**config.mk**
```make
export PLATFORM = sky130hd
export DESIGN_NAME = foc_spd_trig
export DESIGN_NICKNAME = d
export VERILOG_FILES = /design/src/rtl/foc_spd_pkg.sv /design/src/rtl/foc_spd_trig.sv
export SDC_FILE = /design/constraint.sdc
export NUM_CORES = 2
export LEC_CHECK = 0
export BUFFER_PORTS_ARGS = -buffer_cell sky130_fd_sc_hd__buf_2
export CAP_MARGIN = 20
export CELL_PAD_IN_SITES_DETAIL_PLACEMENT = 0
export CELL_PAD_IN_SITES_GLOBAL_PLACEMENT = 1
export CORE_MARGIN = 10
export CORE_UTILIZATION = 30
export DETAILED_ROUTE_END_ITERATION = 7
export PLACE_DENSITY = 0.58
export SLEW_MARGIN = 20
export SYNTH_ARGS = -nofsm -noshare
export SYNTH_HDL_FRONTEND = slang
export SYNTH_SLANG_ARGS = --single-unit
```
**constraint.sdc**
```tcl
create_clock -name i_clk -period 9.6 [get_ports i_clk]
set_input_delay 0.96 -clock i_clk [delete_from_list [all_inputs] [get_ports i_clk]]
set_output_delay 0.96 -clock i_clk [all_outputs]
set_load 0.05 [all_outputs]
```
**src/rtl/foc_spd_pkg.sv**
```systemverilog
// foc_spd_pkg: shared widths, fixed-point constants, register codes and types
// for the sinusoidal pwm duty pipeline. no dependencies.

package foc_spd_pkg;

    localparam int PHASE_BITS_DEF      = 16;
    localparam int SINE_TABLE_BITS_DEF = 10;
    localparam int DUTY_MAX_DEF        = 255;

    localparam int Q_W     = 16;
    localparam int ANG_W   = 16;
    localparam int SUP_W   = 16;
    localparam int DUTY_W  = 8;
    localparam int CFG_W   = 16;
    localparam int CFG_IDX_W = 1;

    localparam int MAG_W   = 17;
    localparam int SIN_W   = 18;
    localparam int FRAC    = 16;
    localparam int PROD_W  = 34;
    localparam int U_W     = 52;
    localparam int M_W     = 41;
    localparam int M_SHIFT = 8;
    localparam int N_SHIFT = 25;
    localparam int HALF_SHIFT = 32;
    localparam int FULL_SHIFT = 33;
    localparam int ALPHA_A_SHIFT  = 17;
    localparam int ALPHA_BC_SHIFT = 16;

    localparam int X_MAX     = 65536;
    localparam int POLY_C1   = 102944;
    localparam int POLY_C2   = 42334;
    localparam int POLY_C3   = 5223;
    localparam int SQRT3_Q16 = 113512;

    localparam logic [SUP_W-1:0] SUPPLY_RESET = 16'd3072;
    localparam logic [ANG_W-1:0] OFFSET_RESET = 16'd0;

    typedef enum logic [CFG_IDX_W-1:0] {
        REG_SUPPLY = 1'b0,
        REG_OFFSET = 1'b1
    } t_reg_idx;

    typedef logic [MAG_W-1:0]        t_mag;
    typedef logic signed [SIN_W-1:0] t_sin;

    typedef struct packed {
        logic       zero_v;
        logic [2:0] low;
        logic [2:0] high;
    } t_duty_flags;

endpackage

```
**src/rtl/foc_spd_trig.sv**
```systemverilog
// foc_spd_trig: quarter-wave sine polynomial for the sine and cosine lanes,
// one multiply per stage over four stages. depends on foc_spd_pkg.

module foc_spd_trig (
    input  logic                                i_clk,
    input  logic                                i_rst_n,
    input  logic                                i_en,
    input  logic                                i_valid,
    input  logic signed [foc_spd_pkg::Q_W-1:0]  i_q,
    input  foc_spd_pkg::t_mag [1:0]             i_x,
    input  logic [1:0]                          i_neg,
    output logic                                o_valid,
    output logic signed [foc_spd_pkg::Q_W-1:0]  o_q,
    output foc_spd_pkg::t_sin                   o_sin,
    output foc_spd_pkg::t_sin                   o_cos
);
    import foc_spd_pkg::*;

    localparam int MUL_W = 2 * MAG_W;
    localparam int T1_W  = 16;

    logic [3:0]              r_valid;
    logic signed [Q_W-1:0]   r1_q, r2_q, r3_q, r4_q;
    t_mag [1:0]              r1_x, r1_x2, r2_x, r2_x2, r3_x, r3_t2;
    logic [1:0][T1_W-1:0]    r2_t1;
    logic [1:0]              r1_neg, r2_neg, r3_neg;
    t_sin                    r4_s [2];

    logic [1:0][MUL_W-1:0]   p1, p2, p3, p4;
    t_mag [1:0]              n1_x2, n3_t2, mag;
    logic [1:0][T1_W-1:0]    n2_t1;
    logic [1:0][MAG_W:0]     s;
    t_sin                    n4_s [2];

    always_comb begin
        for (int k = 0; k < 2; k++) begin
            p1[k]    = MUL_W'(i_x[k]) * MUL_W'(i_x[k]);
            n1_x2[k] = p1[k][MAG_W+FRAC-1:FRAC];
            p2[k]    = MUL_W'(r1_x2[k]) * MUL_W'(POLY_C3);
            n2_t1[k] = T1_W'(POLY_C2) - p2[k][T1_W+FRAC-1:FRAC];
            p3[k]    = MUL_W'(r2_x2[k]) * MUL_W'(r2_t1[k]);
            n3_t2[k] = MAG_W'(POLY_C1) - p3[k][MAG_W+FRAC-1:FRAC];
            p4[k]    = MUL_W'(r3_x[k]) * MUL_W'(r3_t2[k]);
            s[k]     = p4[k][MAG_W+FRAC:FRAC];
            mag[k]   = (s[k] > (MAG_W+1)'(X_MAX)) ? MAG_W'(X_MAX) : s[k][MAG_W-1:0];
            n4_s[k]  = r3_neg[k] ? -SIN_W'(mag[k]) : SIN_W'(mag[k]);
        end
    end

    always_ff @(posedge i_clk) begin
        if (!i_rst_n) begin
            r_valid <= '0;
        end else if (i_en) begin
            r_valid <= {r_valid[2:0], i_valid};
        end
    end

    always_ff @(posedge i_clk) begin
        if (i_en) begin
            r1_q   <= i_q;
            r1_x   <= i_x;
            r1_x2  <= n1_x2;
            r1_neg <= i_neg;
            r2_q   <= r1_q;
            r2_x   <= r1_x;
            r2_x2  <= r1_x2;
            r2_t1  <= n2_t1;
            r2_neg <= r1_neg;
            r3_q   <= r2_q;
            r3_x   <= r2_x;
            r3_t2  <= n3_t2;
            r3_neg <= r2_neg;
            r4_q   <= r3_q;
            r4_s   <= n4_s;
        end
    end

    assign o_valid = r_valid[3];
    assign o_q     = r4_q;
    assign o_sin   = r4_s[0];
    assign o_cos   = r4_s[1];

endmodule

```
* Yosys cells after proc, flatten, opt, wreduce, memory -nomap -nowiden
Index checks and enable logic that the tools add are counted.
** Operators by class
- Order comparisons :: 2
- Mux-type cells :: 4
- $add $sub $neg :: 6
- Multiply operators :: 8
** Operators by type and width (count)
- multiplier 17 x 17 -> 34 bit :: 2
- 2-to-1 mux 17 bit :: 4
- multiplier 17 x 16 -> 33 bit :: 2
- multiplier 17 x 17 -> 33 bit :: 2
- multiplier 17 x 13 -> 30 bit (second input constant) :: 2
- greater-than comparator 18 x 17 -> 1 bit (second input constant) :: 2
- negation 17 -> 18 bit :: 2
- subtractor 17 bit (first input constant) :: 2
- subtractor 16 x 14 -> 16 bit (first input constant) :: 2
** Word-level totals
- Word-level logic and storage cells :: 46
- Output and inout bits :: 53
- Input port bits :: 56
- Flip-flop bits (word level) :: 346

* Depth between registers and ports, before layout
- Depth in word-level cells :: 5
- Depth in mapped cells :: 34
- Depth with buffers taken out :: 31

* Least setup slack after synthesis
Ideal clock, no wire load.
- Path kind :: reg-to-reg
- From :: register r3_t2[25] (netlist name)
- To :: register r4_s (netlist bit o_cos[14]), data pin
- Setup slack :: 1.337 ns
- Library setup time :: 0.258 ns
- Required time :: 9.342 ns
- Period minus slack after synthesis :: 8.263 ns
- Stages on the path, launching flop included :: 31
- Buffers on the path :: 3
- Data arrival time :: 8.005 ns
- Path through :: edfxtp_1 -> clkbuf_1 -> clkbuf_1 -> nand2_1 -> fa_1 -> inv_1 -> fa_1 -> fa_1 -> fa_1 -> fa_1 -> inv_1 -> fa_1 -> inv_1 -> ha_1 -> nand4_1 -> or3_1 -> or3_1 -> a211oi_2 -> a41oi_2 -> xnor2_2 -> a21oi_1 -> a311oi_1 -> or3_1 -> or3_1 -> ha_1 -> buf_2 -> nand4_1 -> nor3_1 -> o41ai_1 -> nand2_1 -> xnor2_1
** RTL lines
- from (decl) :: line foc_spd_trig.sv:24 : t_mag [1:0] r1_x, r1_x2, r2_x, r2_x2, r3_x, r3_t2;
- from (signal assigned) :: line foc_spd_trig.sv:71 : r3_t2 <= n3_t2;
- to (signal assigned) :: line foc_spd_trig.sv:74 : r4_s <= n4_s;
- to (decl) :: line foc_spd_trig.sv:27 : t_sin r4_s [2];

==> results.md <==
* Total Wirelength at 172,000 um
* Post-synthesis mux area share at 0.4832%
* Post-CTS Hold Buffers at 0
* RD Place Congestion at 0.8087
* Fin. max-slew vios at 0
* # fillers at 24,560
* TritonCTS clock tree: done
* Seq/Total Area, Yosys at 14.53%
* Synth Cell Area at 0.07122 mm2
* # Max-Cap Violations at 0
* Number of I/O port buffers at 108
* Syn_area_per_cell at 9.758 um2
* Latest clock arrival within the worst-skew pair at 670 ps
* Outcome: completed
* Initial Util at 30.22%
* Gr usage total at 13.67%
* Crit path capture type: flip-flop
* Cell count after synthesis at 7,298
* Leading area contributor after synthesis: fa_1
* Synth Area in Compound Gates at 4.832%
* Setup CP Type: flip-flop to flip-flop
* Largest family of logic cells by synthesized area: adder cells
* R2R cell count at 27
* DP Wirelength at 140,700 um
* Adder-cell area share of the yosys netlist at 53.77%
* DR vias/cell at 4.458
* Core Area at 0.2356 mm2
* Worst min path class: flip-flop to flip-flop
* Hold WS at 405.5 ps
* Most common cell after layout, fill and taps aside: inv_1
* Total die area at 0.2573 mm2
* Most used cell, CP: fa_1
* Post-DRT Antenna Nets at 0
* Resized cells post-CTS at 0
* RSZ-0062 raised after global routing: false
* R2R setup slack at 430 ps
* EDFF count, synth at 342
* Die height at 507.2 um
* Required time of the critical path at 10,030 ps
* First-pass GRT wire length at 285,800 um
* FF-to-FF Start: r3_x[26]$_DFFE_PP_
* Share of layout cells above drive strength 1 at 3.836%
* Fraction of registers with async set/reset at 0%
* Synthesized net count at 9,596
* Most frequent cells in the layout: 1,803 x inv_1, 1,364 x fa_1, 935 x nand2_1, 878 x ha_1, 557 x and2_1
* Clk_skew at 51.71 ps
* Worst Path Max Fanout at 17
* Crit-path max cell delay at 830 ps
* Worst r2r dst: o_cos[14]$_DFFE_PP_
* Top cell type's share of synthesized area at 38.34%
* Final setup vio count at 0
* Synth Register Bits at 346
* Nets at 9,562
* Layout Area Growth over Synthesis at 7.618%
* Placed cells at 10,370
* Synth Area in XOR/XNOR at 2.679%
* Relative slew margins at 35.74%
* Simple logic cell fraction of the synthesized area at 12.95%
* Hold_sp: r1_q[6]$_DFFE_PP_
* Chip width at 507.2 um
* Total CTS buffers at 46
* Arrival @ worst endpoint at 9590 ps
* FP Rows at 178
* Post-synth cell types at 97
* Worst-Margin Slew at 963.9 ps
* Post-CTS Setup Bufs at 0
* Initial antenna violation count at 11
* Overflow after GRT at 0
* I/O pin count at 109
* Via count at 46,610
* Synth Warn # at 0
* Ys flop type: edfxtp_1
* Final Core Density at 32.53%
* Final hold vios at 0
* Max Freq at 109.1 MHz
* Hold depth at 0
* Final total negative setup slack at 0 ps
* Finished Layout Cells at 10,460
* Drt pass-1 iters at 5
* CTS Buffer Depth at 3
* H-Tree Depth at 2
* Worst-path clk slew at 60 ps
* # DRC at 0
* Vias in the first global route at 51,290
* Initial DRC count at 1,905
* Period utilization at 95.52%
* Slowest-stage cell, CP: edfxtp_1
* Hold endpoint: r2_q[6]$_DFFE_PP_
* Final Critical Period at 9170 ps
* Sink Count at 346
* Largest net degree at the start of global routing at 129
* Startpoint Class: flip-flop
* WL/cell at 16.45 um
* Largest cells by area after synthesis: fa_1 38%, ha_1 15%, edfxtp_1 14%
* Clk root buf: clkbuf_16
==> registers in the layout, summed over array words and instances (netlist names), 18 cells and up <==
| name | flops |
|---|---|
| r2_t1 | 32 |
| r2_x2 | 34 |
| r1_x | 34 |
| o_cos | 18 |
| o_sin | 18 |
| r2_x | 34 |
| r3_t2 | 34 |
| r3_x | 34 |
| r1_x2 | 34 |
==> synthesized netlist by cell type (13+ instances only) <==
| cell type | count |
|---|---|
| mux2i_1 | 22 |
| o211ai_1 | 27 |
| o21a_1 | 29 |
| inv_1 | 1803 |
| o31ai_1 | 15 |
| fa_1 | 1364 |
| clkbuf_1 | 229 |
| edfxtp_1 | 342 |
| o21ai_1 | 13 |
| a211oi_1 | 25 |
| or2_2 | 16 |
| nor3_1 | 49 |
| nand3_1 | 38 |
| a31oi_1 | 21 |
| nor2b_1 | 33 |
| nand4_1 | 23 |
| xor2_1 | 75 |
| and3_1 | 20 |
| nor2_1 | 161 |
| ha_1 | 878 |
| a21o_1 | 47 |
| nand2b_1 | 18 |
| and2_1 | 557 |
| nand2_1 | 935 |
| xnor2_1 | 141 |
| o21ai_0 | 78 |
| a21oi_1 | 133 |
==> layer usage <==
layer / GRT usage (%) / part of all wire [%] / vias up
li1: - / - / 22190
met1: 19.88 / 50 / 23600
met2: 21.88 / 45 / 651
met3: 1.543 / 3.3 / 173
met4: 2.899 / 2.1 / 4
met5: 0 / 0.0081 / -
==> kinds of logic after synthesis <==
kind of cell / after synthesis
muxes: 33
and+or+nand+nor: 1914
adders and majority gates: 2242
AOI/OAI and AO/OA: 509
DFF: 346
xor gates and xnor gates: 217
buffers and inverters: 2037
==> metrics by stage <==
| stage | cell area [um2] | setup WS [ps] |
|---|---|---|
| after detailed placement | 75160 | 495.9 |
| after global placement | 75160 | 606.3 |
| after floorplan | 71220 | 1337 |
| after CTS | 76630 | 467.8 |
| after global routing | 76640 | 27.07 |
| final | 76640 | 430.5 |
==> critical path: cells and delay by family, from the launching register on <==
family	cells	cell delay, ps
compound gates	5	1340
fa+ha+maj	8	3780
simple gates	9	2420
flops	1	830
buf+inv	3	140
xor+xnor	2	390
==> worst max path at each step <==
stage | start | to | cells past startpoint
6_report | r3_x[26]$_DFFE_PP_ | o_cos[14]$_DFFE_PP_ | 27
3_5_place_dp | r3_x[26]$_DFFE_PP_ | o_cos[14]$_DFFE_PP_ | 27
3_3_place_gp | r3_x[26]$_DFFE_PP_ | o_cos[14]$_DFFE_PP_ | 27
2_1_floorplan | r3_t2[25]$_DFFE_PP_ | o_cos[14]$_DFFE_PP_ | 30
5_1_grt | r3_x[26]$_DFFE_PP_ | o_cos[14]$_DFFE_PP_ | 27
4_1_cts | r3_x[26]$_DFFE_PP_ | o_cos[14]$_DFFE_PP_ | 27
==> cell type report <==
cell class	instances	area [um2]	share of cell area (%)
flip-flops and latches	346	10350	13.50
multi-input cells	4915	53210	69.42
diodes	5	12.51	0.01633
clock inverters	29	266.5	0.3477
repair buffers	151	885.9	1.156
inverters	1804	6771	8.835
well taps	3150	3941	5.143
clock buffers	55	1206	1.574
Power is left out: the tool's default activity adds up to more than one toggle a clock period on the data nets, which glitch-free logic cannot reach.
