`config.mk`:
```
export PLATFORM = sky130hd
export DESIGN_NAME = foc_spd_volt
export DESIGN_NICKNAME = d
export VERILOG_FILES = /design/src/rtl/foc_spd_pkg.sv /design/src/rtl/foc_spd_volt.sv
export SDC_FILE = /design/constraint.sdc
export NUM_CORES = 2
export LEC_CHECK = 0
export BUFFER_PORTS_ARGS = -buffer_cell sky130_fd_sc_hd__buf_2
export CAP_MARGIN = 40
export CORE_MARGIN = 2
export CORE_UTILIZATION = 55
export DETAILED_ROUTE_END_ITERATION = 7
export PLACE_DENSITY = 0.71
export SLEW_MARGIN = 20
export SYNTH_ARGS = -nofsm -noshare
export SYNTH_HDL_FRONTEND = slang
export SYNTH_SLANG_ARGS = --single-unit
export TNS_END_PERCENT = 100
```
`constraint.sdc`:
```
create_clock -name i_clk -period 13.2 [get_ports i_clk]
set_input_delay 1.98 -clock i_clk [delete_from_list [all_inputs] [get_ports i_clk]]
set_output_delay 1.98 -clock i_clk [all_outputs]
set_load 0.005 [all_outputs]
```
`src/rtl/foc_spd_pkg.sv`:
```
// foc_spd_pkg: shared widths, fixed-point constants, register codes and types
// for the sinusoidal pwm duty pipeline. no dependencies.

package foc_spd_pkg;

    localparam int PHASE_BITS_DEF      = 16;
    localparam int SINE_TABLE_BITS_DEF = 10;
    localparam int DUTY_MAX_DEF        = 255;

    localparam int Q_W     = 16;
    localparam int ANG_W   = 16;
    localparam int SUP_W   = 16;
    localparam int DUTY_W  = 8;
    localparam int CFG_W   = 16;
    localparam int CFG_IDX_W = 1;

    localparam int MAG_W   = 17;
    localparam int SIN_W   = 18;
    localparam int FRAC    = 16;
    localparam int PROD_W  = 34;
    localparam int U_W     = 52;
    localparam int M_W     = 41;
    localparam int M_SHIFT = 8;
    localparam int N_SHIFT = 25;
    localparam int HALF_SHIFT = 32;
    localparam int FULL_SHIFT = 33;
    localparam int ALPHA_A_SHIFT  = 17;
    localparam int ALPHA_BC_SHIFT = 16;

    localparam int X_MAX     = 65536;
    localparam int POLY_C1   = 102944;
    localparam int POLY_C2   = 42334;
    localparam int POLY_C3   = 5223;
    localparam int SQRT3_Q16 = 113512;

    localparam logic [SUP_W-1:0] SUPPLY_RESET = 16'd3072;
    localparam logic [ANG_W-1:0] OFFSET_RESET = 16'd0;

    typedef enum logic [CFG_IDX_W-1:0] {
        REG_SUPPLY = 1'b0,
        REG_OFFSET = 1'b1
    } t_reg_idx;

    typedef logic [MAG_W-1:0]        t_mag;
    typedef logic signed [SIN_W-1:0] t_sin;

    typedef struct packed {
        logic       zero_v;
        logic [2:0] low;
        logic [2:0] high;
    } t_duty_flags;

endpackage

```
`src/rtl/foc_spd_volt.sv`:
```
// foc_spd_volt: inverse park and clarke, half-supply bias, range flags and
// the scaled numerator for the duty divide. depends on foc_spd_pkg.

module foc_spd_volt #(
    parameter int DUTY_MAX = foc_spd_pkg::DUTY_MAX_DEF
) (
    input  logic                                i_clk,
    input  logic                                i_rst_n,
    input  logic                                i_en,
    input  logic                                i_valid,
    input  logic signed [foc_spd_pkg::Q_W-1:0]  i_q,
    input  foc_spd_pkg::t_sin                   i_sin,
    input  foc_spd_pkg::t_sin                   i_cos,
    input  logic [foc_spd_pkg::SUP_W-1:0]       i_supply,
    output logic                                o_valid,
    output logic [2:0][$clog2(DUTY_MAX)+foc_spd_pkg::SUP_W-1:0] o_num,
    output foc_spd_pkg::t_duty_flags            o_flags
);
    import foc_spd_pkg::*;

    localparam int QW  = $clog2(DUTY_MAX);
    localparam int NPW = QW + SUP_W;
    localparam int DW  = $clog2(DUTY_MAX + 1);
    localparam int NW  = M_W + DW;
    localparam logic signed [SIN_W-1:0] SQRT3_S = SIN_W'(SQRT3_Q16);

    logic [3:0]                 r_valid;
    logic signed [PROD_W-1:0]   r1_alpha, r1_beta, r2_alpha;
    logic signed [U_W-1:0]      r2_sb;
    logic signed [U_W-1:0]      r3_u [3];
    logic [2:0][NPW-1:0]        r4_num;
    t_duty_flags                r4_flags;

    logic signed [PROD_W-1:0]   n1_alpha, n1_beta;
    logic signed [U_W-1:0]      n2_sb;
    logic signed [U_W-1:0]      alpha_e, half, full;
    logic signed [U_W-1:0]      n3_u [3];
    logic [2:0][M_W-1:0]        m;
    logic [2:0][NW-1:0]         nprod;
    logic [2:0][NPW-1:0]        n4_num;
    t_duty_flags                n4_flags;

    always_comb begin
        n1_alpha = -(i_q * i_sin);
        n1_beta  = i_q * i_cos;
        n2_sb    = r1_beta * SQRT3_S;
        alpha_e  = U_W'(r2_alpha);
        half     = $signed({4'b0, i_supply, {HALF_SHIFT{1'b0}}});
        full     = $signed({3'b0, i_supply, {FULL_SHIFT{1'b0}}});
        n3_u[0]  = (alpha_e <<< ALPHA_A_SHIFT) + half;
        n3_u[1]  = r2_sb - (alpha_e <<< ALPHA_BC_SHIFT) + half;
        n3_u[2]  = -(alpha_e <<< ALPHA_BC_SHIFT) - r2_sb + half;
        n4_flags.zero_v = (i_supply == '0);
        for (int k = 0; k < 3; k++) begin
            n4_flags.low[k]  = r3_u[k][U_W-1] || (r3_u[k] == '0);
            n4_flags.high[k] = (r3_u[k] >= full);
            m[k]      = r3_u[k][M_W+M_SHIFT-1:M_SHIFT];
            nprod[k]  = NW'(m[k]) * NW'(DUTY_MAX);
            n4_num[k] = NPW'(nprod[k] >> N_SHIFT);
        end
    end

    always_ff @(posedge i_clk) begin
        if (!i_rst_n) begin
            r_valid <= '0;
        end else if (i_en) begin
            r_valid <= {r_valid[2:0], i_valid};
        end
    end

    always_ff @(posedge i_clk) begin
        if (i_en) begin
            r1_alpha <= n1_alpha;
            r1_beta  <= n1_beta;
            r2_alpha <= r1_alpha;
            r2_sb    <= n2_sb;
            r3_u     <= n3_u;
            r4_num   <= n4_num;
            r4_flags <= n4_flags;
        end
    end

    assign o_valid = r_valid[3];
    assign o_num   = r4_num;
    assign o_flags = r4_flags;

endmodule

```
After elaboration in Yosys (flattened, before gate mapping)
Cells that the tools add are included.

Add/subtract/negate cells: 7. Multipliers: 6. Magnitude comparators: 3. Reductions and logical operators: 7.

Operator list (number): $ge 52x50->1 (3); $logic_not 52->1 (3); $mul 41x8->49 const B (3); $add 52x49->52 (2); $mul 16x18->34 (2); $add 51x49->52 (1); $neg 50->52 (1); $sub 52x50->52 (1); $sub 52x52->52 (1); $mul 34x15->49 const B (1); $neg 34->34 (1); $logic_not 16->1 (1); $logic_or 1x1->1 (3).

Register bits after elaboration: 390. Input bits: 72. Output and inout port bits: 80. Logic and storage cells: 37.

Depth between registers and ports, before layout
Depth after elaboration: 3. Mapped depth: 26. Gate-level depth less buffers: 24.

Least setup slack after synthesis
No wires, ideal clock.

Path kind: input -> register. Start: input port i_q[2] in the netlist's numbering. End: register r1_alpha[33], data pin. Setup time: 0.260 ns. Arrival time: 8.101 ns. Required time: 12.940 ns. Setup slack: 4.839 ns. Stages on the path: 25. Path buffers: 2. Cells stage by stage: clkbuf_1 clkbuf_1 nand2_1 fa_1 inv_1 fa_1 fa_1 inv_1 fa_1 fa_1 inv_1 fa_1 inv_1 ha_1 and3_1 a221o_1 a21oi_1 o21ai_0 a21oi_2 nor2_1 o41ai_2 nor2_1 or3_1 a21oi_1 xnor2_1.

Word-level cells in the longest chain between the ends: 2.

Ends and longest elaborated chain: start: declaration (RTL line foc_spd_volt.sv:11) `input logic signed [foc_spd_pkg::Q_W-1:0] i_q,`; $mul 16x18->34 (RTL line foc_spd_volt.sv:44) `n1_alpha = -(i_q * i_sin);`; $neg 34->34 (RTL line foc_spd_volt.sv:44); net n1_alpha[33] (RTL line foc_spd_volt.sv:34) `logic signed [PROD_W-1:0] n1_alpha, n1_beta;`; end signal: assignment (RTL line foc_spd_volt.sv:73) `r1_alpha <= n1_alpha;`; end: declaration (RTL line foc_spd_volt.sv:28) `logic signed [PROD_W-1:0] r1_alpha, r1_beta, r2_alpha;`.

The timed path passes the listed nets, and every way through them passes these cells. A chain may end at the register's enable or synchronous reset.

Worst setup path in the final report
Start: input port i_q[5] in the netlist's numbering. End: register r1_alpha[33], data pin.

The elaborated chain is that of the path after synthesis.

==> metrics.md <==
| Metric | Value |
|---|---|
| Status | complete, no violations |
| Largest net degree at the start of global routing | approximately 160 |
| Tcrit/Tclk final | between 60% and 70% |
| Final net count | between 9,000 and 10,000 |
| H-tree Lvls | 2 |
| Area of the die | 132,000 um^2 |
| Post-synth top area share | between 30% and 40% |
| Max Cap Violations | 0 |
| TritonRoute pass-1 iters | 5 |
| Synth top area cells | fa_1 (40%), edfxtp_1 (15%), ha_1 (14%) |
| Yosys Warn Count | 0 |
| CTS tree | done |
| Tmin final | 8460 ps |
| First-pass GRT wire length | approximately 260,000 um |
| Setup bufs post-CTS | 0 |
| Post-cts hold buffer count | 0 |
| Vias in the first global route | between 50,000 and 60,000 |
| # rows | between 100 and 150 |
| Slew margin rel. | approximately a third |
| RSZ-0062 raised after global routing | false |
| Compound-Gate Fraction of Synth Area | just under 8% |
| Post_cts resized | 0 |
| Simple-gate share of the synthesized area | roughly 8.3% |
| DRT iter0 DRCs | about 2,500 |
| IO Count | about 150 |
| Max-slew violation count | 0 |
| Synth cell types | 86 |
| Syn Std Cell Area | between 70,000 and 80,000 um^2 |
| Largest family of logic cells by synthesized area | adder cells |
| Net Count, Synth | about 9,000 |
| Fmax | about 120 MHz |
| Worst Path Required | around 14,000 ps |
| PortBufs | between 150 and 200 |
| Multiplexer area fraction after synthesis | less than 1% |
| Routed len/inst | 17.6 um |
| CP dominant cell by count | fa_1 |
| FF+latch count, synth | around 370 |
| Chip height | 363 um |
| Synth Area in XOR/XNOR | ~3.5% |
| HPWL after DPL | roughly 130,000 um |
| Share of synthesized cell area in full adder, half adder and majority cells | ~54% |
| Mapped Cells | 6,925 |
| Async S/R FF share, synth | 0% |
| Post-synthesis average cell area | 10.2 um^2 |
| Worst Setup End Kind | flop |
| Gpl congestion | slightly above 0.9 |
| Final setup fails | 0 |
| Final antenna-violating net count | 0 |
| Crit path max fanout | 36 |
| Crit Path Category | primary input to flop |
| Worst-path clk slew | 60 ps |
| Longest Clk Path Bufs | 3 |
| TritonCTS buffer count | 43 |
| Vias per inst | between 5 and 6 |
| Ys flop type | edfxtp_1 |
| Core area | approximately 130,000 um^2 |
| Max stage delay on crit path | approximately 600 ps |
| Clk sinks | approximately 370 |
| Arrival time worst endpoint | between 8000 and 9000 ps |
| Clock skew | between 30 and 40 ps |
| Sequential-to-total area share from yosys stat | between 15 and 20% |
| Clk Tree Root Cell | clkbuf_16 |
| EDFF count, synth | about 360 |
| Slowest cell on the critical path | fa_1 |
| Cell Chain, Critical Path | buf_2 -> nand2_1 -> fa_1 -> inv_1 -> fa_1 -> fa_1 -> inv_1 -> fa_1 -> fa_1 -> inv_1 -> fa_1 -> inv_1 -> ha_1 -> and3_1 -> a221o_1 -> a21oi_1 -> o21ai_0 -> a21oi_2 -> nor2_1 -> o41ai_2 -> nor2_1 -> or3_1 -> a21oi_1 -> xnor2_1 |
| Worst skew pair latency | slightly above 600 ps |
| Final hold vios | 0 |
| Initial antenna violation count | 2 |
| DRC | 0 |
| Initial Util | between 50% and 60% |
| Layout cell share with drive strength beyond 1 | 3.84% |
| Worst path bufs/invs | 5 |
| Routed Wire Length | between 150,000 and 200,000 um |
| Fill cell count | between 10,000 and 15,000 |
| Synth-to-layout area growth | 5.50% |
| DR vias | roughly 46,000 |
| Cell family with most CP delay | adder cells |
| Flip-flop and latch area | between 10,000 and 15,000 um^2 |
| CP Launch Type | primary input |
| Chip Width | between 300 and 400 um |
| Worst Hold Class | flop to flop |
| All-Layer GR Usage | between 20% and 30% |
| Setup TNS | 0 ps |
| Synth area leader | fa_1 |
| Least-Margin Pin Slew | around 1000 ps |
| Footprint of the multi-input gates | 52,200 um^2 |
| Global route overflow | 0 |
-- path summary, 6_finish.rpt --
check | to | from | cells after the start | slack (ps)
worst max-delay path | r1_alpha[33] | i_q[5] | 24 | 4740
worst min-delay path | r2_alpha[5] | r1_alpha[5] | 0 | 420
worst max register to register | r2_sb[48] | r1_beta[12] | 22 | 6370
worst min register to register | r2_alpha[5] | r1_alpha[5] | 0 | 420
-- cell families (layout without fill, tap and decap cells) --
kind of cell    after synthesis  in the layout
other cells                   0              1
buf+inv                    2032           2146
fa+ha+maj                  2207           2207
mux                           6              6
simple gates               1177           1177
xor+xnor                    284            284
compound gates              853            853
flops                       366            366
-- cell type report --
type | count | share of cell area, %
Multi-Input combinational cell | 4527 | 69.9
Sequential cell | 366 | 14.7
Inverter | 1911 | 9.61
Tap cell | 1662 | 2.78
Clock buffer | 47 | 1.46
Timing Repair Buffer | 162 | 1.21
Clock inverter | 26 | 0.375
Antenna cell | 1 | 0.00335
-- cells in the mapped netlist, types with 7 or more instances --
cell type,number
nand3_1,54
o211ai_1,16
a21o_1,162
o31ai_1,11
or3_1,13
o21a_1,40
inv_1,1911
a31oi_1,20
ha_1,795
o31a_1,7
and2_1,272
xnor2_1,206
clkbuf_1,117
a21oi_1,274
o21bai_1,44
nor2b_1,52
and4_1,14
nor4_1,13
edfxtp_1,362
nand2_1,402
a21boi_0,9
a31o_2,7
nor3_1,33
nand2b_1,38
fa_1,1412
nand4_1,49
a211oi_1,26
and3_1,28
xor2_1,78
nor2_1,180
o21ai_0,146
or2_2,8
-- stage by stage --
step | cell area, um^2 | setup slack (ps) | instances | hold WS (ps) | util [%]
6_report | 74700 | 4740 | 8702 | 416 | 58.5
3_5_place_dp | 73300 | 4120 | 8628 | 405 | 57.4
5_1_grt | 74700 | 4390 | 8702 | 419 | 58.5
2_1_floorplan | 70800 | 4840 | 6925 | 400 | -
4_1_cts | 74700 | 4770 | 8701 | 418 | 58.5
3_3_place_gp | 73200 | 4270 | 8626 | 401 | 57.4
-- sequential cells by signal, indices dropped and copies added (netlist names) --
name / cells
r1_alpha: 34
r_valid: 4
r3_u: 18
r2_sb: 49
r1_beta: 34
m: 114
r2_alpha: 34
o_num: 72
o_flags: 7
-- cell usage in the layout, fill, tap and decap left out, types with 7 or more instances in the layout --
cell type and n:
a211oi_1 26, a21boi_0 9, a21o_1 162, a21oi_1 274, a31o_2 7, a31oi_1 20, and2_1 272, and3_1 28
and4_1 14, buf_2 150, buf_4 8, clkbuf_16 43, clkinv_2 7, clkinvlp_4 9, edfxtp_1 362, fa_1 1412
ha_1 795, inv_1 1911, nand2_1 402, nand2b_1 38, nand3_1 54, nand4_1 49, nor2_1 180, nor2b_1 52
nor3_1 33, nor4_1 13, o211ai_1 16, o21a_1 40, o21ai_0 146, o21bai_1 44, o31a_1 7, o31ai_1 11
or2_2 8, or3_1 13, xnor2_1 206, xor2_1 78
-- per-layer routing --
layer	up-vias	wire (um)	global-route usage [%]
met4	0	4360	6.61
met3	219	6010	2.15
met2	988	75400	42.3
met1	23200	67100	32.6
met5	-	0	0
li1	21500	-	-
Power is not shown: default switching activity piles up to over one toggle a cycle in this logic, so the estimate is an artifact.
