## config.mk

```make
export PLATFORM = sky130hd
export DESIGN_NAME = foc_spd_phase
export DESIGN_NICKNAME = d
export VERILOG_FILES = /design/src/rtl/foc_spd_pkg.sv /design/src/rtl/foc_spd_phase.sv
export SDC_FILE = /design/constraint.sdc
export NUM_CORES = 1
export LEC_CHECK = 0
export BUFFER_PORTS_ARGS = -buffer_cell sky130_fd_sc_hd__clkbuf_2
export CORE_MARGIN = 2
export CORE_UTILIZATION = 45
export CTS_CLUSTER_SIZE = 30
export DETAILED_ROUTE_END_ITERATION = 8
export PLACE_DENSITY = 0.74
export SLEW_MARGIN = 20
export SYNTH_ARGS = -nofsm -noshare
export SYNTH_HDL_FRONTEND = slang
export SYNTH_SLANG_ARGS = --single-unit
```

## constraint.sdc

```tcl
create_clock -name i_clk -period 3.65 [get_ports i_clk]
set_input_delay 0.5475 -clock i_clk [delete_from_list [all_inputs] [get_ports i_clk]]
set_output_delay 0.5475 -clock i_clk [all_outputs]
set_load 0.005 [all_outputs]
```

## src/rtl/foc_spd_pkg.sv

```systemverilog
// foc_spd_pkg: shared widths, fixed-point constants, register codes and types
// for the sinusoidal pwm duty pipeline. no dependencies.

package foc_spd_pkg;

    localparam int PHASE_BITS_DEF      = 16;
    localparam int SINE_TABLE_BITS_DEF = 10;
    localparam int DUTY_MAX_DEF        = 255;

    localparam int Q_W     = 16;
    localparam int ANG_W   = 16;
    localparam int SUP_W   = 16;
    localparam int DUTY_W  = 8;
    localparam int CFG_W   = 16;
    localparam int CFG_IDX_W = 1;

    localparam int MAG_W   = 17;
    localparam int SIN_W   = 18;
    localparam int FRAC    = 16;
    localparam int PROD_W  = 34;
    localparam int U_W     = 52;
    localparam int M_W     = 41;
    localparam int M_SHIFT = 8;
    localparam int N_SHIFT = 25;
    localparam int HALF_SHIFT = 32;
    localparam int FULL_SHIFT = 33;
    localparam int ALPHA_A_SHIFT  = 17;
    localparam int ALPHA_BC_SHIFT = 16;

    localparam int X_MAX     = 65536;
    localparam int POLY_C1   = 102944;
    localparam int POLY_C2   = 42334;
    localparam int POLY_C3   = 5223;
    localparam int SQRT3_Q16 = 113512;

    localparam logic [SUP_W-1:0] SUPPLY_RESET = 16'd3072;
    localparam logic [ANG_W-1:0] OFFSET_RESET = 16'd0;

    typedef enum logic [CFG_IDX_W-1:0] {
        REG_SUPPLY = 1'b0,
        REG_OFFSET = 1'b1
    } t_reg_idx;

    typedef logic [MAG_W-1:0]        t_mag;
    typedef logic signed [SIN_W-1:0] t_sin;

    typedef struct packed {
        logic       zero_v;
        logic [2:0] low;
        logic [2:0] high;
    } t_duty_flags;

endpackage

```

## src/rtl/foc_spd_phase.sv

```systemverilog
// foc_spd_phase: offset add with phase wrap, then quarter-wave arguments
// for sine and cosine. two register stages. depends on foc_spd_pkg.

module foc_spd_phase #(
    parameter int PHASE_BITS      = foc_spd_pkg::PHASE_BITS_DEF,
    parameter int SINE_TABLE_BITS = foc_spd_pkg::SINE_TABLE_BITS_DEF
) (
    input  logic                                i_clk,
    input  logic                                i_rst_n,
    input  logic                                i_en,
    input  logic                                i_valid,
    input  logic signed [foc_spd_pkg::Q_W-1:0]  i_q,
    input  logic [foc_spd_pkg::ANG_W-1:0]       i_angle,
    input  logic [foc_spd_pkg::ANG_W-1:0]       i_offset,
    output logic                                o_valid,
    output logic signed [foc_spd_pkg::Q_W-1:0]  o_q,
    output foc_spd_pkg::t_mag [1:0]             o_x,
    output logic [1:0]                          o_neg
);
    import foc_spd_pkg::*;

    localparam int SUM_W     = ANG_W + 1;
    localparam int WIDE_W    = PHASE_BITS + SINE_TABLE_BITS;
    localparam int PH_DOWN   = (PHASE_BITS > SINE_TABLE_BITS) ? (PHASE_BITS - SINE_TABLE_BITS) : 0;
    localparam int PH_UP     = (SINE_TABLE_BITS > PHASE_BITS) ? (SINE_TABLE_BITS - PHASE_BITS) : 0;
    localparam int QUAD_BITS = SINE_TABLE_BITS - 2;
    localparam int R_W       = QUAD_BITS + 1;
    localparam int X_SHIFT   = MAG_W + 1 - SINE_TABLE_BITS;

    logic [1:0]                    r_valid;
    logic [PHASE_BITS-1:0]         r_phase;
    logic signed [Q_W-1:0]         r_qa;
    logic signed [Q_W-1:0]         r_qb;
    t_mag [1:0]                    r_x;
    logic [1:0]                    r_neg;

    logic [SUM_W-1:0]              sum;
    logic [PHASE_BITS-1:0]         n_phase;
    logic [WIDE_W-1:0]             wide;
    logic [1:0][SINE_TABLE_BITS-1:0] idx;
    logic [1:0][1:0]               quad;
    logic [1:0][R_W-1:0]           rr;
    t_mag [1:0]                    n_x;
    logic [1:0]                    n_neg;

    always_comb begin
        sum     = SUM_W'(i_angle) + SUM_W'(i_offset);
        n_phase = PHASE_BITS'(sum);
        wide    = WIDE_W'(r_phase);
        idx[0]  = SINE_TABLE_BITS'((wide >> PH_DOWN) << PH_UP);
        idx[1]  = idx[0] + SINE_TABLE_BITS'(2 ** QUAD_BITS);
        for (int k = 0; k < 2; k++) begin
            quad[k] = idx[k][SINE_TABLE_BITS-1 -: 2];
            rr[k]   = R_W'(idx[k][QUAD_BITS-1:0]);
            if (quad[k][0]) begin
                rr[k] = R_W'(2 ** QUAD_BITS) - rr[k];
            end
            n_x[k]   = MAG_W'(rr[k]) << X_SHIFT;
            n_neg[k] = quad[k][1];
        end
    end

    always_ff @(posedge i_clk) begin
        if (!i_rst_n) begin
            r_valid <= '0;
        end else if (i_en) begin
            r_valid <= {r_valid[0], i_valid};
        end
    end

    always_ff @(posedge i_clk) begin
        if (i_en) begin
            r_phase <= n_phase;
            r_qa    <= i_q;
            r_qb    <= r_qa;
            r_x     <= n_x;
            r_neg   <= n_neg;
        end
    end

    assign o_valid = r_valid[1];
    assign o_q     = r_qb;
    assign o_x     = r_x;
    assign o_neg   = r_neg;

endmodule

```

* Word-level counts from Yosys, hierarchy flattened
Cells that the tools add are included.
Word-level totals: word-level logic and storage cells 15, input port bits 52, register bits after elaboration 70, output and inout bits 53
Operators by class: add/sub/neg operators 4, multiplexer cells 2
Operators by type and width (number):
- $sub A9 B8 Y9 const A | 2
- $add A16 B16 Y16 | 1
- $mux W8 | 2
- $add A10 B9 Y10 const B | 1

* Depth between registers and ports, before layout
Gate-level depths: netlist of run 1.
depth after elaboration 3, gate-level depth with buffers 7

* Worst setup path before layout of run 1
No wires, ideal clock.
kind input -> register, start point in i_angle[9] (netlist bit), end point reg r_phase[13], data pin, buffers on the path 0, data required time 3387 ps, library setup time 263 ps, stages 6, setup slack 1576 ps, arrival 1812 ps, cells stage by stage ha_1 and3_4 a221oi_4 a21oi_2 o41ai_2 xnor2_1
Between the ends: word-level cells in the longest chain between the ends 1
Ends and longest elaborated chain:
- start, declared | RTL line foc_spd_phase.sv:13 | input logic [foc_spd_pkg::ANG_W-1:0] i_angle,
- $add A16 B16 Y16 | RTL line foc_spd_phase.sv:47 | sum = SUM_W'(i_angle) + SUM_W'(i_offset);
- named net sum[13] | RTL line foc_spd_phase.sv:37 | logic [SUM_W-1:0] sum;
- end signal, assigned | RTL line foc_spd_phase.sv:73 | r_phase <= n_phase;
- end, declared | RTL line foc_spd_phase.sv:31 | logic [PHASE_BITS-1:0] r_phase;
The timed path passes the listed nets, and every way through them passes these cells. A chain may end at the register's enable or synchronous reset.

* Final worst setup path of run 1
start point in i_angle[5] (netlist bit), end point reg r_phase[15], data pin
The elaborated chain is that of the path after synthesis.

==> flow_summary.toml, run 1 <==
[layout]
post_route_cells_drive_above_1_share = 0.378
seqCellArea_sq_mm = 0.00187
area_taken_by_multi_input_logic_gates_sq_um = 881
post_layout_nonfiller_instances = 371
n_fill_cell = 496
final_standard_cell_utilization_of_the_core = 0.585
flow.area_growth_from_synthesis_pct = 24.0
n_antenna_cell = 0
layout_commonest_cell = "clkbuf_2"
finalNetCount = 358
mostFrequentLayoutCells = "clkbuf_2, edfxtp_1, nor2_1, conb_1, ha_1"

[floorplanning]
row_count = 28
initial_utilization = 0.472
core-area_sq_mm = 0.00603
dieArea_sq_mm = 0.00697
floorplan.die.width_um = 83.5
ioPinCount = 105
vertical_die_dimension_um = 83.5

[clocking]
clk_path_buf_depth = 2
cts_setup_buffers = 0
count_of_clock_tree_sinks = 63
clock_tree.htree_level_count = 3
clk_transition_reported_paths_ns = 0.07
cts-resized-gates = 0
ctsRootBufferMaster = "clkbuf_8"
cts_inserted_buffers = 9
ctsHoldBuffers = 0
cts_tree = "done"
clk-insertion-delay-late_ns = 0.33

[timing]
setup_slack_ns = 1.66
fmaxAchievable_mhz = 502
tightestPinTransition_ns = 0.708
fin_worst_skew_ns = 0.00501
timing.setup.tns_ns = 0
slew_violations = 0
setup_violations = 0
finalCritPeriodShare = 0.546
rsz0062_at_grt = "false"
min_period_ns = 1.99
slew_headroom = 0.528
final_hold_viol_count = 0

[global_routing]
globalRouteTotalUtil = 0.137
grt_pass1_wl_um = 7470
antenna_found_initial = 0
grt_start_max_net_pins = 31
grt_pass1_vias = 1672
globalRouteOverflowTotal = 0

[synthesis]
prevailing_post_synth_register_cell = "edfxtp_1"
ys_seq_elements = 63
mappedNetlistArea_sq_mm = 0.00284
synth-simple-area-share = 0.0810
synth-adder-area-share = 0.0660
synth-edff-count = 61
synthesis.instances = 194
synth_top_area_frac = 0.644
yosys.area.top_type = "edfxtp_1"
synth_warnings = 0
netlist-cell-type-count = 38
synth_xor_xnor_area_share = 0.0647
synth_seq_area_share = 0.658
synth_top_family_by_area = "simple AND/OR/NAND/NOR gates"
synth_compound_gate_area_share = 0.0660
postSynth.asyncResetShare = 0
dominant_cells_by_area_after_synthesis = "edfxtp_1, ha_1, buf_4, xnor2_1, xor2_1"
synthesis.area_per_instance_sq_um = 14.7
synth.mux.area_fraction = 0.0110

[setup_path]
timing.setup.critical_path_class = "input pin to flop"
worstPathArrival_ns = 2.06
timing.critical_path.required_ns = 3.72
timing.critical_path.from_type = "input pin"
timing.reg2reg.setup_slack_ns = 1.88
reg2reg_from = "r_phase[8]"
cp_endpoint_kind = "flop"
setup.worst_path.start = "i_angle[5]"
path_max_fanout = 5

[drt]
length_of_the_first_detailed_routing_pass_in_iterations = 4
initialDrtViolationCount = 49
via_per_inst = 4.68
detail_route.wl_per_cell_um = 12.2
drc = 0
totalWireLength_um = 4530
via_count = 1737
final_antenna_net_count = 0

[run]
cap_viol_max_count = 0

[min_path]
worstHoldStart = "i_q[10]"
timing.hold.worst.class = "input pin to flop"

[placed_design]
preCtsSetupSlack_ns = 1.31
io_buffer_count = 88
hpwl_um = 3420
gp_congestion = 0.691
placedCellCount = 355

[pwr]
totalPowerFinal_uw = 1840
powerDensity_mw_per_mm2 = 523
static-leakage-power_uw = 0.00151
ir_worst_vdd_uv = 266

[run_status]
outcome = "finished clean"
## flip-flops by register name, summed over array words and instances, names as in the netlist
register  count
r_phase      10
r_valid       2
o_x          17
o_neg         2
r_qa         16
o_q          16
## metrics by stage
step	hold WS (ns)	area, sq um
2_1_floorplan	0.400	2900
3_3_place_gp	0.400	3310
3_5_place_dp	0.405	3310
4_1_cts	0.369	3520
5_1_grt	0.373	3520
6_report	0.393	3520
## path summary, 6_finish.rpt
path,cells after the start,end
hold / removal,1,r_qa[10]
setup reg to reg,4,o_x[32]
hold reg to reg,0,o_q[5]
setup / recovery,8,r_phase[15]
## layer usage
layer / vias up / wire [um] / track usage
li1: 877 / - / -
met1: 781 / 1910 / 0.166
met2: 72 / 2150 / 0.216
met3: 7 / 408 / 0.0574
met4: 0 / 70 / 0.0572
met5: - / 0 / 0
## kinds of logic after synthesis
logic type / after synthesis
buffers and inverters: 22
AND/OR/NAND/NOR: 45
XOR/XNOR: 21
adder cells (fa/ha/maj): 15
flip-flops: 63
other: 1
multiplexers: 3
AO/OA/AOI/OAI: 24
## where the power goes
part           switching (uW)  internal [uW]  total [uW]
registers                42.8            906         949
logic                     131            135         267
clock network             249            379         628
## worst max-delay path, cell delays in order
cell and delay [ns]:
clkbuf_2 0.08, ha_1 0.31, o2111ai_1 0.11, nor2_1 0.24, o211ai_2 0.17, a31oi_1 0.36
nand3b_1 0.16, nand4_1 0.09
## cell usage after synthesis (all sizes together), types with 3 or more instances
cell type	n
a21oi	4
buf	17
edfxtp	61
ha	15
inv	3
nand2	8
nand2b	6
nor2	16
nor2b	3
o21ai	8
xnor2	14
xor2	7
## final cells by class
type,instances,share of cell area
flip-flops and latches,63,0.531
multi-input cells,124,0.250
repair buffers,90,0.129
clock buffers,9,0.0351
well taps,75,0.0266
clock inverters,7,0.0248
inverters,3,0.00319
Note: power is estimated with default switching activity, not from simulation.
==> run 2: changes to the inputs <==
Clock period 3.65 ns to 2.03 ns, I/O delays scaled along.
==> run 2 against run 1 <==
Total power is 73% higher. Wire length is 1.3% lower. Clock skew hardly changed. Critical path type is now flop to flop. Via count is 1.5% higher. Die area stayed put. Largest cell class unchanged. Utilization is 0.083 points higher. Critical path depth is 4 lower.
==> flow_summary.toml, run 2 (synthesized netlist as in run 1, its figures left out) <==
[layout]
n_fill_cell = 518
n_antenna_cell = 0
flow.area_growth_from_synthesis_pct = 24.2
post_route_cells_drive_above_1_share = 0.378
mostFrequentLayoutCells = "clkbuf_2, edfxtp_1, nor2_1, conb_1, ha_1"
stdcell_area_sq_mm = 0.00353
post_layout_nonfiller_instances = 374
final_standard_cell_utilization_of_the_core = 0.586
finalNetCount = 361
seqCellArea_sq_mm = 0.00187
max_reg_flops = 17
layout_commonest_cell = "clkbuf_2"
area_taken_by_multi_input_logic_gates_sq_um = 881

[timing]
setup_violations = 0
slew_violations = 0
fin_worst_hold_slack_ns = 0.146
rsz0062_at_grt = "false"
fmaxAchievable_mhz = 583
tightestPinTransition_ns = 0.510
min_period_ns = 1.71
slew_headroom = 0.660
fin_worst_skew_ns = 0.00509
finalCritPeriodShare = 0.845
final_hold_viol_count = 0

[floorplanning]
row_count = 28
initial_utilization = 0.472
core-area_sq_mm = 0.00603
vertical_die_dimension_um = 83.5
floorplan.die.width_um = 83.5
dieArea_sq_mm = 0.00697
ioPinCount = 105

[drt]
totalWireLength_um = 4470
length_of_the_first_detailed_routing_pass_in_iterations = 5
drc = 0
detail_route.wl_per_cell_um = 12.0
initialDrtViolationCount = 65
via_count = 1763
final_antenna_net_count = 0
via_per_inst = 4.71

[pwr]
p_int_uw = 2440
power.share.clock = 0.310
comb_power_share = 0.157
power.share.switching = 0.234
p_seq_frac = 0.533
ir_worst_vdd_uv = 528
static-leakage-power_uw = 0.00152
powerDensity_mw_per_mm2 = 904
total_switching_power_uw = 747

[min_path]
timing.hold.worst.class = "input pin to flop"
whs_endpoint = "r_qa[6]"
worstHoldStart = "i_q[6]"
holdPathStages = 1

[setup_path]
path_max_fanout = 4
crit_path_top_delay_cell = "or4_1"
timing.critical_path.from_type = "flop"
cp_endpoint_kind = "flop"
reg2reg_from = "r_phase[10]"
critical_path.max_stage_delay_ns = 0.60
timing.reg2reg.setup_slack_ns = 0.32
timing.setup.critical_path_class = "flop to flop"
r2r_end = "o_x[32]"
r2r_cells = 4
worstPathArrival_ns = 1.79
timing.critical_path.cells = "or4_1, nor3_1, nor2_1, xor2_1"
timing.critical_path.required_ns = 2.10

[global_routing]
globalRouteTotalUtil = 0.139
globalRouteOverflowTotal = 0
grt_pass1_wl_um = 7620
grt_start_max_net_pins = 64
grt_pass1_vias = 1676
antenna_found_initial = 0

[run_status]
outcome = "finished clean"

[placed_design]
placedCellCount = 358
io_buffer_count = 88
post_detailed_placement_cell_area_sq_mm = 0.00335
gp_congestion = 0.683
hpwl_um = 3320

[clocking]
count_of_clock_tree_sinks = 63
cts_tree = "done"
clk_transition_reported_paths_ns = 0.07
clock_tree.htree_level_count = 3
ctsHoldBuffers = 0
cts_inserted_buffers = 9
clk-insertion-delay-late_ns = 0.33
clk_path_buf_depth = 2
cts-resized-gates = 0
cts_setup_buffers = 0
ctsRootBufferMaster = "clkbuf_8"

[run]
cap_viol_max_count = 0
[run 2: worst max path at each step]
stage                 from           to  slack [ns]  depth (start not counted)
2_1_floorplan   i_angle[9]  r_phase[13]        0.20                          6
3_3_place_gp    i_angle[5]  r_phase[15]        0.02                          8
3_5_place_dp    i_angle[5]  r_phase[15]       -0.01                          8
4_1_cts        r_phase[10]      o_x[32]        0.31                          4
5_1_grt         r_phase[8]      o_x[16]        0.11                          5
6_report       r_phase[10]      o_x[32]        0.32                          4
[run 2: layout make-up]
type / instances / share of cell area
Clock buffer: 11 / 0.0372
Clock inverter: 5 / 0.0142
Inverter: 3 / 0.00319
Multi-Input combinational cell: 124 / 0.250
Sequential cell: 63 / 0.530
Tap cell: 75 / 0.0266
Timing Repair Buffer: 93 / 0.139
[run 2: power groups by stage]
| stage | clock network [uW] | registers (uW) | logic, uW |
|---|---|---|---|
| after floorplan | 0 | 1720 | 301 |
| after global placement | 0 | 1720 | 488 |
| after detailed placement | 0 | 1730 | 504 |
| after CTS | 1020 | 1700 | 506 |
| after global routing | 1090 | 1720 | 567 |
| final | 990 | 1700 | 499 |
[run 2: layer usage]
| layer | wire length, um | GRT usage | vias up |
|---|---|---|---|
| li1 | - | - | 884 |
| met1 | 1910 | 0.179 | 795 |
| met2 | 2070 | 0.205 | 76 |
| met3 | 399 | 0.0475 | 8 |
| met4 | 96 | 0.0792 | 0 |
| met5 | 0 | 0 | - |
[run 2: stage by stage]
step | total power, uW | setup TNS (ns) | worst slack [ns]
5_1_grt | 3370 | 0 | 0.111
4_1_cts | 3230 | 0 | 0.312
6_report | 3190 | 0 | 0.316
2_1_floorplan | 2020 | 0 | 0.199
3_5_place_dp | 2230 | -0.0136 | -0.0136
3_3_place_gp | 2210 | 0 | 0.0167
[run 2: worst max-delay path: cells and delay by family (launching register included)]
| kind | cells | cell delay [ns] |
|---|---|---|
| simple gates | 3 | 0.86 |
| flops | 1 | 0.44 |
| xor+xnor | 1 | 0.16 |
